==> src/sv/assert_macros.svh <==
// assertion shorthands, clocked on clk and disabled while rst_n is low
`ifndef ASSERT_MACROS_SVH
`define ASSERT_MACROS_SVH

`define BTFF_ASSERT(label, prop, msg) \
  label: assert property (@(posedge clk) disable iff (!rst_n) (prop)) else $error(msg);

`define BTFF_ASSERT_IMP(label, ante, cons, msg) \
  label: assert property (@(posedge clk) disable iff (!rst_n) (ante) |-> (cons)) \
    else $error(msg);

`endif

==> src/sv/btff_ram.sv <==
module btff_ram #(
  parameter int WIDTH = 8,
  parameter int DEPTH = 16
) (
  input  logic                     clk,
  input  logic                     we,
  input  logic [$clog2(DEPTH)-1:0] waddr,
  input  logic [WIDTH-1:0]         wdata,
  input  logic [$clog2(DEPTH)-1:0] raddr,
  output logic [WIDTH-1:0]         rdata
);

  logic [WIDTH-1:0] mem [DEPTH];

  always_ff @(posedge clk) begin
    if (we) begin
      mem[waddr] <= wdata;
    end
    rdata <= mem[raddr];
  end

endmodule

==> config.mk <==
export PLATFORM = sky130hd
export DESIGN_NAME = btff_ram
export DESIGN_NICKNAME = d
export VERILOG_FILES = /design/src/sv/assert_macros.svh /design/src/sv/btff_ram.sv
export SDC_FILE = /design/constraint.sdc
export NUM_CORES = 1
export LEC_CHECK = 0
export BUFFER_PORTS_ARGS = -buffer_cell sky130_fd_sc_hd__buf_2
export CAP_MARGIN = 25
export CELL_PAD_IN_SITES_DETAIL_PLACEMENT = 0
export CELL_PAD_IN_SITES_GLOBAL_PLACEMENT = 1
export CORE_UTILIZATION = 40
export DETAILED_ROUTE_END_ITERATION = 16
export GPL_TIMING_DRIVEN = 0
export PLACE_DENSITY_LB_ADDON = 0.05
export SYNTH_ARGS = -nofsm -noshare
export SYNTH_HDL_FRONTEND = slang
export SYNTH_SLANG_ARGS = --single-unit
==> constraint.sdc <==
create_clock -name clk -period 1.75 [get_ports clk]
set_input_delay 0.175 -clock clk [delete_from_list [all_inputs] [get_ports clk]]
set_output_delay 0.175 -clock clk [all_outputs]
set_load 0.02 [all_outputs]
==> impl_metrics.ini, run 1 <==
[critical_path]
r2r_start = mem[4][0]$_DFFE_PP_
endpoint_kind = flop
crit_type = input port to flop
r2r-end = rdata[0]$_DFF_P_
r2r_slack_ns = 0.31
required_ns = 1.79
startpoint_type = input port
slowest_stage = nor2_1
worst_ep_arrival_time_ns = 1.52
worstPathCellList = buf_2 -> or3b_2 -> nor2_1
rr_worst_depth = 3
crit_fanout = 8
critPathMaxStageDelay_ns = 0.69

[power]
combPwrFrac = 0.050
power_frac_seq = 0.487
p_leak_uw = 0.00204
intPower_uw = 6080
swShare = 0.191
p_switching_uw = 1430
p_clk_frac = 0.462
powerDensity_nw_per_um2 = 1230
ir_worst_vdd_uv = 534
p_total_uw = 7510

[hold_path]
holdCritStartpoint = wdata[5]
hold_end = mem[6][5]$_DFFE_PP_
hold_class = input port to flop
min_path_cells = 1

[grt]
grt_antenna_before_repair = 0
grt_max_degree = 17
top_usage_layer = met2
grt-ovfl-total = 0
use_met3 = 0.0445
grt_pass1_vias = 2355
track_usage = 0.176
grt_use_met2 = 0.253
met1_usage = 0.251
grt_pass1_wl_um = 15200

[routing]
viasPerCell = 5.19
firstDrtPassIters = 4
wirelength_um = 10400
route.detailed.drc = 0
postRouteAntennaNets = 0
vias = 2393
wl_per_cell_um = 22.5
drt_iter0_drc = 137

[floorplan]
die_w_um = 115
rows = 41
die_area_um2 = 13300
io-pin-count = 26
start_util = 0.410
die_h_um = 115
core-area_um2 = 12600

[status]
run_status = complete, no violations

[finish]
fin_nets = 294
layout-drive-gt1-share = 0.280
num_antenna_cells = 0
fin_area_um2 = 6090
postLayoutCoreUtil = 0.485
syn_to_final_growth_pct = 18.4

[clocking]
numCtsBuffers = 17
cts_tree = built
post-cts-setup-buffers = 0
cts.repair.resized = 0
cts_buffer_depth = 2
clock_latency_ns = 0.41
cts_hold_buffers = 0
clock_sinks = 136
clk_pin_slew_ns = 0.05
htree_levels = 4
cts_root_buffer = clkbuf_16

[sta]
setup_viol = 0
rsz0062_at_grt = no
setup_tns_ns = 0
hold_violations = 0
period_needed_ns = 1.48
fmax_mhz = 676
slew_headroom = 0.415
period_share = 0.845
slew_viol_final = 0
clock_skew_ns = 0.00570
worstMarginPinSlew_ns = 0.874

[yosys]
yosysSeqAreaShare = 0.778
yosys_most_used_dff = edfxtp_1
synth_area_per_cell_um2 = 22.5
ys_seq_elements = 136
syn_nets = 247
syn_inst = 229
async_flop_share = 0
synthDistinctLibCells = 19
syn_area_um2 = 5150
yosysMostFrequentCell = edfxtp_1
synth_common_cells = edfxtp_1, mux4_2, a22oi_1, mux4_1, nor2_1
yosys_warnings = 0
yosys.area.top_type_share = 0.747
yosys.area.top_type = edfxtp_1
synth_area_leaders = edfxtp_1, mux4_2, mux4_1
synth_edf_count = 128

[run]
drv_cap = 0

[placed_design]
hpwl_um = 6710
port_buffers = 24
placed_cell_area_um2 = 5510
gp_congestion = 0.662
## layout make-up
cell class	count	area, um2
Timing Repair Buffer	28	145
Sequential cell	136	4000
Buffer	10	86.3
Clock inverter	2	60.1
Clock buffer	30	524
Fill cell	1029	6480
Tap cell	172	215
Multi-Input combinational cell	83	1060
## layout by cell type, fill, tap and decap left out, drive strengths merged, types with 2 or more instances in the layout
cell type and count:
bufinv 2, clkdlybuf4s25 3, nand2 9, edfxtp 128, nand3b 2, a22oi 16
buf 35, nor3 4, mux4 32, nand2b 2, nor2 13, dfxtp 8
clkbuf 30
## critical path: cells and delay by family
kind	cells	cell delay (ns)
simple gates	2	1.22
buf+inv	1	0.12
## flip-flops by register name, summed over array words and instances (netlist names)
signal	flops
rdata	8
mem	128
## layer usage
layer,vias up,routed length [um]
li1,1069,-
met1,1260,5110
met2,55,4860
met3,9,314
met4,0,112
met5,-,0
## logic make-up after synthesis
| kind of cell | Yosys count | synth area share |
|---|---|---|
| flip-flops | 136 | 0.778 |
| AO/OA/AOI/OAI | 16 | 0.0233 |
| AND/OR/NAND/NOR | 35 | 0.0318 |
| multiplexers | 32 | 0.150 |
| buffers and inverters | 10 | 0.0168 |
## power groups by stage
stage	Combinational [uW]	Clock, uW	Sequential [uW]
after floorplan	185	0	3750
after global placement	384	0	3720
after detailed placement	386	0	3730
after CTS	387	3540	3660
after global routing	412	3670	3670
final	379	3470	3660
## how the worst max path moves through the flow
| stage | from | cells past startpoint | slack (ns) | to |
|---|---|---|---|---|
| after CTS | waddr[2] | 3 | 0.25 | mem[2][7]$_DFFE_PP_ |
| after global placement | waddr[2] | 3 | -0.55 | mem[0][7]$_DFFE_PP_ |
| after floorplan | waddr[2] | 2 | 0.08 | mem[0][0]$_DFFE_PP_ |
| final | waddr[2] | 3 | 0.27 | mem[2][1]$_DFFE_PP_ |
| after global routing | waddr[2] | 3 | 0.19 | mem[2][1]$_DFFE_PP_ |
| after detailed placement | waddr[2] | 3 | -0.19 | mem[2][7]$_DFFE_PP_ |
## metrics by stage
stage | std cells | hold WS [ns] | setup WS [ns]
after global placement | 425 | 0.588 | -0.553
after detailed placement | 429 | 0.594 | -0.188
after floorplan | 229 | 0.274 | 0.0821
after global routing | 461 | 0.169 | 0.187
final | 461 | 0.169 | 0.270
after CTS | 461 | 0.150 | 0.254
Power figures use the tool's default switching activity.
==> run 2, diff against run 1 <==
==> constraint.sdc (replaced) <==
create_clock -name clk -period 1.37 [get_ports clk]
set_input_delay 0.137 -clock clk [delete_from_list [all_inputs] [get_ports clk]]
set_output_delay 0.137 -clock clk [all_outputs]
set_load 0.02 [all_outputs]
==> run 2 against run 1 <==
  * Sequential power increased by 28%
  * Clock skew down 0.0013 ns
  * Critical endpoint is now rdata[1]$_DFF_P_
  * Global-route usage is 0.37 points lower
  * Worst setup slack got worse by 0.23 ns
  * Largest power group is now clock
  * Final cell count down 0.22%
==> impl_metrics.ini, run 2 (synthesized netlist as in run 1, its figures left out) <==
[finish]
most-common-layout-cells = edfxtp_1, buf_2, mux4_2, clkbuf_16, mux4_1
fin_cells = 460
fin_nets = 293
fin_area_um2 = 6190
largest_register_ffs = 128
layout-drive-gt1-share = 0.330
postLayoutCoreUtil = 0.492
reg.largest.list = mem x128, rdata x8
syn_to_final_growth_pct = 20.2
fillers = 1048
final_common_cell = edfxtp_1
multi_input_area_um2 = 1090
top_register = mem
ff_latch_area_um2 = 4000
num_antenna_cells = 0

[critical_path]
worst_ep_arrival_time_ns = 1.63
crit_type = flop to flop
crit_fanout = 1
slowest_stage = mux4_1
endpoint_kind = flop
worstPathCellList = mux4_1 -> a22oi_1 -> nand2_1
startpoint_type = flop
critPathMaxStageDelay_ns = 0.51
required_ns = 1.67
rr_worst_depth = 3

[power]
power_frac_seq = 0.463
ir_worst_vdd_uv = 786
swShare = 0.193
p_leak_uw = 0.00207
combPwrFrac = 0.047
intPower_uw = 8150
p_switching_uw = 1940
powerDensity_nw_per_um2 = 1630
p_clk_frac = 0.490

[sta]
period_needed_ns = 1.33
slew_viol_final = 0
hold_slack_ns = 0.107
rsz0062_at_grt = no
slew_headroom = 0.345
worst_slack_ns = 0.0372
hold_violations = 0
period_share = 0.973
setup_viol = 0
worstMarginPinSlew_ns = 0.979
fmax_mhz = 750
clock_skew_ns = 0.00440

[floorplan]
die_area_um2 = 13300
start_util = 0.410
core-area_um2 = 12600
io-pin-count = 26
die_h_um = 115
rows = 41
die_w_um = 115

[clocking]
htree_levels = 4
clock_latency_ns = 0.41
cts_root_buffer = clkbuf_16
numCtsBuffers = 17
cts_hold_buffers = 0
cts_buffer_depth = 2
clk_pin_slew_ns = 0.06
clock_sinks = 136
cts_tree = built

[routing]
postRouteAntennaNets = 0
firstDrtPassIters = 4
wirelength_um = 10200
wl_per_cell_um = 22.1
drt_iter0_drc = 92
vias = 2375
viasPerCell = 5.16
route.detailed.drc = 0

[grt]
grt_pass1_vias = 2420
grt_pass1_wl_um = 15100
grt-ovfl-total = 0
grt_antenna_before_repair = 0
track_usage = 0.172
grt_max_degree = 17

[placed_design]
placed_cell_area_um2 = 5510
port_buffers = 24
dp.cells = 428
hpwl_um = 6450
post-place-ws_ns = -0.604
gp_congestion = 0.653

[status]
run_status = complete, no violations

[hold_path]
min_path_cells = 1
hold_class = input port to flop

[run]
drv_cap = 0
[run 2: cell types whose count changed in the layout (fill, tap and decap cells not counted), sizes merged]
cell      change
buf           -1
bufinv        +3
clkbuf       -11
clkinv        +4
clkinvlp      +4
[run 2: worst max-delay path: cells and delay by family, from the launching register on]
kind | cells | cell delay [ns]
AND/OR/NAND/NOR | 1 | 0.08
multiplexers | 1 | 0.51
flip-flops | 1 | 0.36
AO/OA/AOI/OAI | 1 | 0.27
[run 2: worst paths after layout]
check	startpoint	to	slack, ns
min reg2reg	mem[7][0]$_DFFE_PP_	rdata[0]$_DFF_P_	0.67
max	mem[1][1]$_DFFE_PP_	rdata[1]$_DFF_P_	0.04
min	wdata[5]	mem[15][5]$_DFFE_PP_	0.11
max reg2reg	mem[1][1]$_DFFE_PP_	rdata[1]$_DFF_P_	0.04
[run 2: power groups by stage]
stage / clock, uW / sequential (uW) / combinational [uW]
CTS: 5010 / 4680 / 478
floorplan: 0 / 4790 / 236
detailed placement: 0 / 4760 / 476
finish: 4940 / 4670 / 474
global route: 5200 / 4680 / 517
global placement: 0 / 4760 / 472
[run 2: final cells by class]
cell class                      count  area share
Buffer                             10      0.0140
Clock buffer                       19      0.0732
Clock inverter                     13      0.0324
Multi-Input combinational cell     83       0.176
Sequential cell                   136       0.647
Tap cell                          172      0.0348
Timing Repair Buffer               27      0.0222
[run 2: layer usage]
metal / global-route usage / wire [um] / up-vias
met3: 0.0424 / 239 / 13
met5: 0 / 0 / -
met1: 0.225 / 4660 / 1253
li1: - / - / 1069
met2: 0.275 / 5120 / 40
met4: 0.0779 / 169 / 0
[run 2: timing repair]
item                       in CTS  in global routing
resized for setup               1                  6
setup endpoints to repair      32                 27
setup buffers                   0                  0
hold endpoints to repair        0                  0
[run 2: metrics by stage]
stage	TNS [ns]	total power [uW]
6_report	0	10100
3_3_place_gp	-48.90	5230
5_1_grt	0	10400
4_1_cts	-2.88	10200
2_1_floorplan	-0.927	5030
3_5_place_dp	-37.10	5240
==> run 3, diff against run 2 <==
--- a/config.mk
+++ b/config.mk
@@ -9,10 +9,12 @@
 export CAP_MARGIN = 25
 export CELL_PAD_IN_SITES_DETAIL_PLACEMENT = 0
 export CELL_PAD_IN_SITES_GLOBAL_PLACEMENT = 1
+export CORE_ASPECT_RATIO = 0.6
 export CORE_UTILIZATION = 40
 export DETAILED_ROUTE_END_ITERATION = 16
 export GPL_TIMING_DRIVEN = 0
-export PLACE_DENSITY_LB_ADDON = 0.05
+export PLACE_DENSITY = 0.73
+export SLEW_MARGIN = 20
 export SYNTH_ARGS = -nofsm -noshare
 export SYNTH_HDL_FRONTEND = slang
 export SYNTH_SLANG_ARGS = --single-unit
==> run 3 against run 2 <==
  * Wire length down 2.9%
  * Sequential power about the same
  * Via count up 0.63%
  * Critical path depth unchanged
  * Cell area down 0.65%
  * Final cell count down 2.2%
  * Total power down 3.0%
  * Worst setup slack worse by 0.011 ns
  * Clock skew up 0.0042 ns
==> impl_metrics.ini, run 3 (synthesized netlist as in run 1, its figures left out) <==
[sta]
worst_slack_ns = 0.0265
setup_viol = 0
period_needed_ns = 1.34
period_share = 0.981
worstMarginPinSlew_ns = 0.949
hold_violations = 0
fmax_mhz = 744
clock_skew_ns = 0.00859
rsz0062_at_grt = yes
slew_headroom = 0.365
slew_viol_final = 0
setup_tns_ns = 0

[finish]
top_register = mem
reg.largest.list = mem x128, rdata x8
final_common_cell = edfxtp_1
fin_nets = 290
syn_to_final_growth_pct = 19.4
largest_register_ffs = 128
most-common-layout-cells = edfxtp_1, buf_2, mux4_2, clkbuf_16, mux4_1
layout-drive-gt1-share = 0.351
fillers = 971
num_antenna_cells = 0

[critical_path]
crit_type = flop to flop
endpoint_kind = flop
cp-endpoint = rdata[0]$_DFF_P_
r2r_slack_ns = 0.03
r2r_start = mem[11][0]$_DFFE_PP_
worstPathCellList = mux4_2 -> a22oi_2 -> nand2_1
crit_fanout = 1
r2r-end = rdata[0]$_DFF_P_
rr_worst_depth = 3
worst-path-stages = 3
slowest_stage = mux4_2
required_ns = 1.65
startpoint_type = flop
critPathMaxStageDelay_ns = 0.49
cp-startpoint = mem[11][0]$_DFFE_PP_
worst_ep_arrival_time_ns = 1.62
cp_top_family = multiplexers
critPathBufInv = 0

[clocking]
cts_root_buffer = clkbuf_16
cts_buffer_depth = 2
htree_levels = 4
clock_sinks = 136
clk_pin_slew_ns = 0.06
clock_latency_ns = 0.42
numCtsBuffers = 17
post-cts-setup-buffers = 0
cts_tree = built

[placed_design]
post-place-ws_ns = -0.628
gp_congestion = 0.716
hpwl_um = 6460
port_buffers = 24

[routing]
firstDrtPassIters = 4
viasPerCell = 5.31
vias = 2390
postRouteAntennaNets = 0
wirelength_um = 9890
drt_iter0_drc = 178
route.detailed.drc = 0
wl_per_cell_um = 22.0

[run]
drv_cap = 0

[grt]
grt_max_degree = 17
grt-ovfl-total = 0
grt_pass1_wl_um = 14900
grt_use_met2 = 0.209
use_met3 = 0.0635
grt_antenna_before_repair = 0
met1_usage = 0.253
top_usage_layer = met1
grt_pass1_vias = 2391
track_usage = 0.166

[status]
run_status = complete, no violations

[power]
p_leak_uw = 0.00202
powerDensity_nw_per_um2 = 1590
ir_worst_vdd_uv = 927

[floorplan]
rows = 31
core-area_um2 = 12300
die_area_um2 = 13300
die_w_um = 148
start_util = 0.419
io-pin-count = 26
die_h_um = 89.9

[hold_path]
hold_class = input port to flop
## run 3: cell count changes in the layout (fill, tap and decap cells not counted), sizes merged
cell | previous run | this run
buf | 34 | 31
bufinv | 5 | 3
clkbuf | 19 | 18
clkinv | 4 | 5
clkinvlp | 4 | 5
inv | 0 | 1
## run 3: repair_timing
action                                  in CTS  in global routing
pin swaps                                    0                  1
hold buffers                                 0                  0
endpoints found under the hold margin        0                  0
endpoints found under the setup margin      33                  4
resized for setup                            5                  8
## run 3: how the worst min path moves through the flow
stage / startpoint / cells past startpoint / endpoint
6_report: wdata[5] / 1 / mem[0][5]$_DFFE_PP_
5_1_grt: wdata[5] / 1 / mem[12][5]$_DFFE_PP_
4_1_cts: wdata[5] / 1 / mem[7][5]$_DFFE_PP_
3_5_place_dp: wdata[5] / 1 / mem[14][5]$_DFFE_PP_
3_3_place_gp: wdata[6] / 1 / mem[3][6]$_DFFE_PP_
2_1_floorplan: wdata[0] / 0 / mem[0][0]$_DFFE_PP_
## run 3: layout make-up
type / instances / area, um2 / area share
Buffer: 10 / 86.3 / 0.0140
Clock buffer: 18 / 429 / 0.0698
Clock inverter: 14 / 176 / 0.0287
Multi-Input combinational cell: 83 / 1120 / 0.183
Sequential cell: 136 / 4000 / 0.651
Tap cell: 165 / 206 / 0.0336
Timing Repair Buffer: 24 / 120 / 0.0195
## run 3: metrics by stage
step	hold slack [ns]	cells	total power [uW]	instance area, um2	utilization
3_5_place_dp	0.528	418	5230	5490	0.447
3_3_place_gp	0.521	418	5210	5480	0.446
4_1_cts	0.0792	450	9830	6120	0.498
5_1_grt	0.0857	450	10100	6150	0.500
2_1_floorplan	0.236	229	5030	5150	-
6_report	0.0946	450	9790	6150	0.500
## run 3: worst register-to-register path: stages, from the launching register on
cell and delay (ns):
edfxtp_1 0.36, mux4_2 0.49, a22oi_2 0.23, nand2_1 0.13
## run 3: metal layers
layer | vias to the layer above | part of all wire
met1 | 1229 | 0.49
met5 | - | 0
met4 | 0 | 0.011
met2 | 90 | 0.43
met3 | 11 | 0.076
li1 | 1060 | -
## run 3: power breakdown
part	switching, uW	internal (uW)	total (uW)
Combinational	289	192	481
Clock	1770	2870	4640
Sequential	20.2	4650	4670
Total	2070	7710	9790
